<file path="config.mk">
export PLATFORM = sky130hd
export DESIGN_NAME = seven_segment_scan_serializer_flat
export DESIGN_NICKNAME = d
export VERILOG_FILES = /design/src/sss_pkg.sv /design/src/sss_channels.sv /design/src/seven_segment_scan_serializer.sv /design/src/sss_lane.sv /design/src/sss_serializer.sv /design/src/flat_wrapper.sv
export SDC_FILE = /design/constraint.sdc
export NUM_CORES = 1
export LEC_CHECK = 0
export BUFFER_PORTS_ARGS = -buffer_cell sky130_fd_sc_hd__buf_4
export CORE_MARGIN = 2
export CORE_UTILIZATION = 50
export CTS_CLUSTER_DIAMETER = 150
export DETAILED_ROUTE_END_ITERATION = 12
export PLACE_DENSITY = 0.7
export SLEW_MARGIN = 20
export SYNTH_ARGS = -nofsm -noshare
export SYNTH_HDL_FRONTEND = slang
export SYNTH_SLANG_ARGS = --single-unit
export TNS_END_PERCENT = 30
</file>
<file path="constraint.sdc">
create_clock -name clock -period 10.86 [get_ports clock]
set_clock_uncertainty 0.2 [all_clocks]
set_input_delay 0.543 -clock clock [delete_from_list [all_inputs] [get_ports clock]]
set_output_delay 0.543 -clock clock [all_outputs]
set_load 0.05 [all_outputs]
</file>
<file path="src/sss_pkg.sv">
// Package for the seven-segment scan serializer: sizes, register indexes,
// the segment table and the types shared by the lanes, the shifter and the top level.
// Depends on nothing.
package sss_pkg;

   localparam int DIGIT_COUNT = 4;
   localparam int FIELD_DIGITS = 4;
   localparam int DIGIT_IDX_W = (DIGIT_COUNT > 1) ? $clog2(DIGIT_COUNT) : 1;
   localparam int CSR_IDX_W = 1;
   localparam int CSR_DATA_W = 8;

   typedef enum logic [CSR_IDX_W-1:0] {
      CSR_BIT_ORDER = 1'b0,
      CSR_DWELL_MS  = 1'b1
   } csr_index_type;

   typedef logic [7:0] seg_byte_type;

   localparam seg_byte_type SEG_DP    = 8'h80;
   localparam seg_byte_type SEG_BLANK = 8'h00;

   typedef struct packed {
      logic busy;
      logic done;
   } ser_status_type;

   function automatic seg_byte_type seg_pattern(input logic [3:0] value);
      seg_byte_type pat;
      case (value)
         4'd0: pat = 8'h3f;
         4'd1: pat = 8'h06;
         4'd2: pat = 8'h5b;
         4'd3: pat = 8'h4f;
         4'd4: pat = 8'h66;
         4'd5: pat = 8'h6d;
         4'd6: pat = 8'h7d;
         4'd7: pat = 8'h07;
         4'd8: pat = 8'h7f;
         4'd9: pat = 8'h6f;
         default: pat = SEG_BLANK;
      endcase
      return pat;
   endfunction

endpackage

</file>
<file path="src/sss_channels.sv">
// Handshake channels of the seven-segment scan serializer: the refresh request
// channel and the serial bit channel. Depends on nothing.
interface sss_req_if;
   logic       valid;
   logic       ready;
   logic [3:0] digit_0;
   logic [3:0] digit_1;
   logic [3:0] digit_2;
   logic [3:0] digit_3;
   logic [1:0] dp_position;

   modport source (output valid, digit_0, digit_1, digit_2, digit_3, dp_position,
                   input ready);
   modport sink (input valid, digit_0, digit_1, digit_2, digit_3, dp_position,
                 output ready);
endinterface

interface sss_rsp_if;
   logic       valid;
   logic       ready;
   logic [3:0] digit_enable_n;
   logic       serial_bit;
   logic       latch_after;
   logic       hold_after;
   logic       last;

   modport source (output valid, digit_enable_n, serial_bit, latch_after, hold_after, last,
                   input ready);
   modport sink (input valid, digit_enable_n, serial_bit, latch_after, hold_after, last,
                 output ready);
endinterface

</file>
<file path="src/seven_segment_scan_serializer.sv">
// Top level of the seven-segment scan serializer: digit lanes, a one-request buffer,
// the shifter and the configuration register. Depends on sss_pkg, sss_channels,
// sss_lane and sss_serializer.
//
// Each request refreshes a four-digit common-anode display once and yields 64
// serial bits, one per cycle while the consumer is ready: for each digit a pattern
// byte, whose eighth bit carries latch_after and hold_after, then a blank byte, whose
// eighth bit carries latch_after. While a request occupies the shifter, one further
// request is buffered behind it so that refreshes follow without a gap. The bit order
// register is applied as bits leave; the dwell time is marked by hold_after and timed
// by the consumer, so a write to the dwell register changes nothing here.
// Configuration should only be written while the block is idle.
module seven_segment_scan_serializer (
   input  logic                            clock,
   input  logic                            reset,
   input  logic                            csr_wr_en,
   input  logic [sss_pkg::CSR_IDX_W-1:0]   csr_wr_index,
   input  logic [sss_pkg::CSR_DATA_W-1:0]  csr_wr_data,
   sss_req_if.sink                         req_chan,
   sss_rsp_if.source                       rsp_chan
);

   logic                    bit_order_ff, bit_order_in;
   logic                    pend_valid_ff, pend_valid_in;
   sss_pkg::seg_byte_type   pend_bytes_ff [sss_pkg::DIGIT_COUNT];
   sss_pkg::seg_byte_type   lane_byte [sss_pkg::DIGIT_COUNT];
   logic [3:0]              digit_in [sss_pkg::FIELD_DIGITS];
   sss_pkg::ser_status_type ser_status;
   logic                    load;
   logic                    accept;

   assign digit_in[0] = req_chan.digit_0;
   assign digit_in[1] = req_chan.digit_1;
   assign digit_in[2] = req_chan.digit_2;
   assign digit_in[3] = req_chan.digit_3;

   for (genvar i = 0; i < sss_pkg::DIGIT_COUNT; i++) begin : g_lane
      sss_lane u_lane (
         .digit   (digit_in[i]),
         .dp_here ((req_chan.dp_position == 2'(i)) && (req_chan.dp_position != 2'd3)),
         .pattern (lane_byte[i])
      );
   end

   assign load           = pend_valid_ff && (!ser_status.busy || ser_status.done);
   assign req_chan.ready = !pend_valid_ff || load;
   assign accept         = req_chan.valid && req_chan.ready;

   always_comb begin
      pend_valid_in = pend_valid_ff;
      if (accept) begin
         pend_valid_in = 1'b1;
      end else if (load) begin
         pend_valid_in = 1'b0;
      end
   end

   always_comb begin
      bit_order_in = bit_order_ff;
      if (csr_wr_en && (csr_wr_index == sss_pkg::CSR_BIT_ORDER)) begin
         bit_order_in = csr_wr_data[0];
      end
   end

   always_ff @(posedge clock) begin
      if (reset) begin
         pend_valid_ff <= 1'b0;
         bit_order_ff  <= 1'b0;
      end else begin
         pend_valid_ff <= pend_valid_in;
         bit_order_ff  <= bit_order_in;
      end
   end

   always_ff @(posedge clock) begin
      if (accept) begin
         pend_bytes_ff <= lane_byte;
      end
   end

   sss_serializer u_serializer (
      .clock      (clock),
      .reset      (reset),
      .bit_order  (bit_order_ff),
      .load       (load),
      .load_bytes (pend_bytes_ff),
      .status     (ser_status),
      .rsp_chan   (rsp_chan)
   );

endmodule

</file>
<file path="src/sss_lane.sv">
// One digit lane: turns a digit value and its decimal-point flag into a segment byte.
// Depends on sss_pkg.
module sss_lane (
   input  logic [3:0]            digit,
   input  logic                  dp_here,
   output sss_pkg::seg_byte_type pattern
);

   assign pattern = sss_pkg::seg_pattern(digit) | (dp_here ? sss_pkg::SEG_DP : sss_pkg::SEG_BLANK);

endmodule

</file>
<file path="src/sss_serializer.sv">
// Merging shifter: walks the lane bytes digit by digit, sending each pattern byte
// and then a blank byte one bit at a time. Depends on sss_pkg and sss_channels.
module sss_serializer (
   input  logic                           clock,
   input  logic                           reset,
   input  logic                           bit_order,
   input  logic                           load,
   input  sss_pkg::seg_byte_type          load_bytes [sss_pkg::DIGIT_COUNT],
   output sss_pkg::ser_status_type        status,
   sss_rsp_if.source                      rsp_chan
);

   localparam logic [sss_pkg::DIGIT_IDX_W-1:0] LAST_DIGIT =
      sss_pkg::DIGIT_IDX_W'(sss_pkg::DIGIT_COUNT - 1);

   logic                            busy_ff, busy_in;
   logic                            blank_ff, blank_in;
   logic [2:0]                      bit_ff, bit_in;
   logic [sss_pkg::DIGIT_IDX_W-1:0] digit_ff, digit_in;
   sss_pkg::seg_byte_type           bytes_ff [sss_pkg::DIGIT_COUNT];

   logic                  take;
   logic                  final_bit;
   sss_pkg::seg_byte_type cur_byte;
   logic [2:0]            bit_pos;

   assign take      = busy_ff && rsp_chan.ready;
   assign final_bit = blank_ff && (bit_ff == 3'd7) && (digit_ff == LAST_DIGIT);

   always_comb begin
      busy_in  = busy_ff;
      blank_in = blank_ff;
      bit_in   = bit_ff;
      digit_in = digit_ff;
      if (load) begin
         busy_in  = 1'b1;
         blank_in = 1'b0;
         bit_in   = 3'd0;
         digit_in = '0;
      end else if (take) begin
         if (final_bit) begin
            busy_in = 1'b0;
         end else begin
            bit_in = bit_ff + 3'd1;
            if (bit_ff == 3'd7) begin
               blank_in = !blank_ff;
               if (blank_ff) begin
                  digit_in = digit_ff + 1'b1;
               end
            end
         end
      end
   end

   always_ff @(posedge clock) begin
      if (reset) begin
         busy_ff  <= 1'b0;
         blank_ff <= 1'b0;
         bit_ff   <= 3'd0;
         digit_ff <= '0;
      end else begin
         busy_ff  <= busy_in;
         blank_ff <= blank_in;
         bit_ff   <= bit_in;
         digit_ff <= digit_in;
      end
   end

   always_ff @(posedge clock) begin
      if (load) begin
         bytes_ff <= load_bytes;
      end
   end

   assign cur_byte = blank_ff ? sss_pkg::SEG_BLANK : bytes_ff[digit_ff];
   assign bit_pos  = bit_order ? (3'd7 - bit_ff) : bit_ff;

   assign rsp_chan.valid          = busy_ff;
   assign rsp_chan.digit_enable_n = ~(4'b0001 << digit_ff);
   assign rsp_chan.serial_bit     = cur_byte[bit_pos];
   assign rsp_chan.latch_after    = (bit_ff == 3'd7);
   assign rsp_chan.hold_after     = (bit_ff == 3'd7) && !blank_ff;
   assign rsp_chan.last           = final_bit;

   assign status.busy = busy_ff;
   assign status.done = take && final_bit;

endmodule
</file>
<file path="src/flat_wrapper.sv">
// flat-port wrapper written by rule: the top's interface ports become plain ports
module seven_segment_scan_serializer_flat 
  (clock, reset, csr_wr_en, csr_wr_index, csr_wr_data, req_chan_valid, req_chan_digit_0, req_chan_digit_1, req_chan_digit_2, req_chan_digit_3, req_chan_dp_position, req_chan_ready, rsp_chan_valid, rsp_chan_digit_enable_n, rsp_chan_serial_bit, rsp_chan_latch_after, rsp_chan_hold_after, rsp_chan_last, rsp_chan_ready);
  sss_req_if req_chan_i ();
  sss_rsp_if rsp_chan_i ();
  input  logic clock;
  input  logic reset;
  input  logic csr_wr_en;
  input  logic [sss_pkg::CSR_IDX_W-1:0] csr_wr_index;
  input  logic [sss_pkg::CSR_DATA_W-1:0] csr_wr_data;
  input wire logic [$bits(req_chan_i.valid)-1:0] req_chan_valid;
  input wire logic [$bits(req_chan_i.digit_0)-1:0] req_chan_digit_0;
  input wire logic [$bits(req_chan_i.digit_1)-1:0] req_chan_digit_1;
  input wire logic [$bits(req_chan_i.digit_2)-1:0] req_chan_digit_2;
  input wire logic [$bits(req_chan_i.digit_3)-1:0] req_chan_digit_3;
  input wire logic [$bits(req_chan_i.dp_position)-1:0] req_chan_dp_position;
  output wire logic [$bits(req_chan_i.ready)-1:0] req_chan_ready;
  output wire logic [$bits(rsp_chan_i.valid)-1:0] rsp_chan_valid;
  output wire logic [$bits(rsp_chan_i.digit_enable_n)-1:0] rsp_chan_digit_enable_n;
  output wire logic [$bits(rsp_chan_i.serial_bit)-1:0] rsp_chan_serial_bit;
  output wire logic [$bits(rsp_chan_i.latch_after)-1:0] rsp_chan_latch_after;
  output wire logic [$bits(rsp_chan_i.hold_after)-1:0] rsp_chan_hold_after;
  output wire logic [$bits(rsp_chan_i.last)-1:0] rsp_chan_last;
  input wire logic [$bits(rsp_chan_i.ready)-1:0] rsp_chan_ready;
  assign req_chan_i.valid = req_chan_valid;
  assign req_chan_i.digit_0 = req_chan_digit_0;
  assign req_chan_i.digit_1 = req_chan_digit_1;
  assign req_chan_i.digit_2 = req_chan_digit_2;
  assign req_chan_i.digit_3 = req_chan_digit_3;
  assign req_chan_i.dp_position = req_chan_dp_position;
  assign req_chan_ready = req_chan_i.ready;
  assign rsp_chan_valid = rsp_chan_i.valid;
  assign rsp_chan_digit_enable_n = rsp_chan_i.digit_enable_n;
  assign rsp_chan_serial_bit = rsp_chan_i.serial_bit;
  assign rsp_chan_latch_after = rsp_chan_i.latch_after;
  assign rsp_chan_hold_after = rsp_chan_i.hold_after;
  assign rsp_chan_last = rsp_chan_i.last;
  assign rsp_chan_i.ready = rsp_chan_ready;
  seven_segment_scan_serializer u_core (.clock(clock), .reset(reset), .csr_wr_en(csr_wr_en), .csr_wr_index(csr_wr_index), .csr_wr_data(csr_wr_data), .req_chan(req_chan_i), .rsp_chan(rsp_chan_i));
endmodule
</file>
==> reports/results.ini <==
[global_route]
grt_first_pass_wirelength_um=8980
gr-usage-all-layers_pct=14.9
first_global_vias=2027
grt_max_degree=33
overflow=0
antenna_found_initial=0

[die]
start_util_pct=51.0
num_rows=31
fp.dieW_um=89.3
dieArea_um2=7970
io_pins=42
fp.dieH_um=89.3
core-area_um2=7140

[yosys]
synth_top_flop_cell=edfxtp_1
synth.most_common_cell=edfxtp_1
synth_fp_nets=341
synth_top_area_share_pct=51.2
syn_avg_cell_area_um2=13.0
synth-edff-count=62
ys_warn_count=0
yosys.cell_types.count=45
async_flop_share_pct=0
synth_common_cells=edfxtp_1 (62), ha_1 (30), inv_1 (27)
syn_area_um2=3640
ys_seq_elements=71
synthCells=279
ys_seq_area_share_pct=56.1
synth_area_leader_cell=edfxtp_1
ys_top_cells_by_area=edfxtp_1 (51%), ha_1 (10%), dfxtp_1 (5.0%)

[critical_path]
critPathSlowestCell=dfxtp_1
worstPathArrival_ns=2.74
worst-path-max-fanout=19
crit_path_end_kind=output pin
path_delay_family=flip-flops
start_kind=flop
crit_path_cell_trace=mux4_1 > nor2_1 > o32ai_1 > a211oi_1 > o32ai_2 > buf_4
slowest_delay_ns=0.87
path_buf_inv=1
path_class=reg2out
worstPathRequired_ns=10.12

[power]
seqPwrFrac_pct=57.3
finalPower_uw=567
comb_power_share_pct=9.2
internal_power_uw=445
leakage_nw=1.61
pwr-share-clk_pct=33.6
switching_share_pct=21.5
switching_power_uw=122
power_per_cell_area_nw_per_um2=137
max-vdd-ir-drop_mv=0.0513

[sta]
holdWs_ns=0.190
rsz0062_at_grt=false
post-route-min-period_ns=3.48
post-route-period-util_pct=32.0
slew_violations=0
worst_pin_slew_ns=1.00
tns_ns=0
max_freq_mhz=287
maxSlewHeadroom_pct=33.1
setup_viol=0
hold_viol=0

[layout]
layout-drive-gt1-share_pct=18.5
fill_cells=624
diodes=0
syn2layout_area_growth_pct=14.0
ff_latch_area_um2=2040
fin_nets=376
multi_input_area_um2=1430

[detailed_routing]
via_per_inst=5.08
wl_per_cell_um=12.8
drt_wl_total_um=5340
vias=2124
drtIter0Drc=72
drc_errors=0
ant_nets=0
drtPass1Iterations=4

[clocking]
ctsResizeCount=0
hold_buffers=0
cts_buffers=9
cts.path.max_buffers=2
cts.sinks=71
root_buffer=clkbuf_8
cts.clk_slew.worst_paths_ns=0.07
insertion_delay_ns=0.33
h-tree-depth=3
cts_tree=done
cts_setup_buffers=0

[place]
dp_hpwl_um=3900
portBuffers=34
place_congestion=0.775

[worst_hold_path]
hold_path_class=in2reg

[status]
status=finished, final reports clean

[job]
cap_violations=0

## layout by cell type, fill, tap and decap left out, types with 3 or more instances in the layout
cell type and count:
edfxtp_1 62, buf_4 35, ha_1 30, inv_1 27
o21ai_0 18, nor2_1 13, o22ai_1 12, nand2_1 11
nor2b_1 11, a21oi_1 10, clkbuf_8 9, dfxtp_1 9
mux2i_1 8, nand2b_1 7, xnor2_1 6, mux4_2 5
a21o_1 4, o21a_1 3, mux4_1 3, clkinv_2 3
## worst reg2reg max path, delay by kind of cell (launching register included)
kind                     cells  cell delay (ns)
AO/OA/AOI/OAI                1             0.85
adder cells (fa/ha/maj)      1             0.29
flip-flops                   1             0.87
AND/OR/NAND/NOR              2             0.41
## layout make-up
type / count / share of cell area (%)
Inverter: 28 / 2.66
Sequential cell: 71 / 49.3
Timing Repair Buffer: 35 / 6.34
Tap cell: 99 / 2.99
Clock buffer: 11 / 3.17
Multi-Input combinational cell: 169 / 34.4
Clock inverter: 5 / 1.18
## metrics by stage
step / area, um^2 / cells / setup WS [ns] / util (%)
final: 4150 / 418 / 7.38 / 58.1
after global routing: 4150 / 418 / 7.19 / 58.1
after CTS: 4150 / 418 / 7.32 / 58.1
after detailed placement: 3970 / 402 / 7.70 / 55.6
after global placement: 3970 / 402 / 7.69 / 55.6
after floorplan: 3640 / 279 / 6.47 / -
## layer usage
| layer | vias to the layer above | track usage (%) | wire length [um] |
|---|---|---|---|
| met4 | 0 | 5.43 | 83 |
| met2 | 32 | 24.3 | 2680 |
| met5 | - | 0 | 0 |
| met3 | 6 | 4.43 | 165 |
| met1 | 996 | 19.1 | 2410 |
| li1 | 1090 | - | - |
## cells by family (layout without fill, tap and decap cells)
family	Yosys count	after routing	share of synthesized area, %
compound gates	61	61	10.7
xor+xnor	7	7	1.69
fa+ha+maj	30	30	10.3
buf+inv	39	79	5.16
flops	71	71	56.1
mux	20	20	8.70
simple gates	51	51	7.33
## worst paths after layout
check | from | endpoint | slack [ns] | cells past startpoint
worst max-delay path | u_core.u_serializer.digit_ff[1]$_SDFFE_PP0P_ | rsp_chan_serial_bit | 7.38 | 6
worst min-delay path | reset | u_core.pend_valid_ff$_SDFFE_PP0P_ | 0.19 | 2
worst max register to register | u_core.u_serializer.digit_ff[1]$_SDFFE_PP0P_ | u_core.pend_bytes_ff[5]$_DFFE_PP_ | 7.83 | 4
worst min register to register | u_core.pend_bytes_ff[4]$_DFFE_PP_ | u_core.u_serializer.bytes_ff[4]$_DFFE_PP_ | 0.22 | 0
## power groups by stage
stage,clock [mW],sequential [mW],combinational (mW)
finish,0.190,0.325,0.0520
global placement,0,0.330,0.0508
detailed placement,0,0.331,0.0524
global route,0.207,0.326,0.0591
floorplan,0,0.328,0.0341
CTS,0.197,0.325,0.0528
## flip-flops by register name, indices dropped and copies added (netlist names)
register,count
u_core.u_serializer.digit_ff,2
u_core.u_serializer.bytes_ff,31
u_core.pend_valid_ff,1
u_core.u_serializer.rsp_chan.valid,1
u_core.bit_order_ff,1
u_core.u_serializer.blank_ff,1
u_core.pend_bytes_ff,31
u_core.u_serializer.bit_ff,3
(Power assumes the default switching activity.)
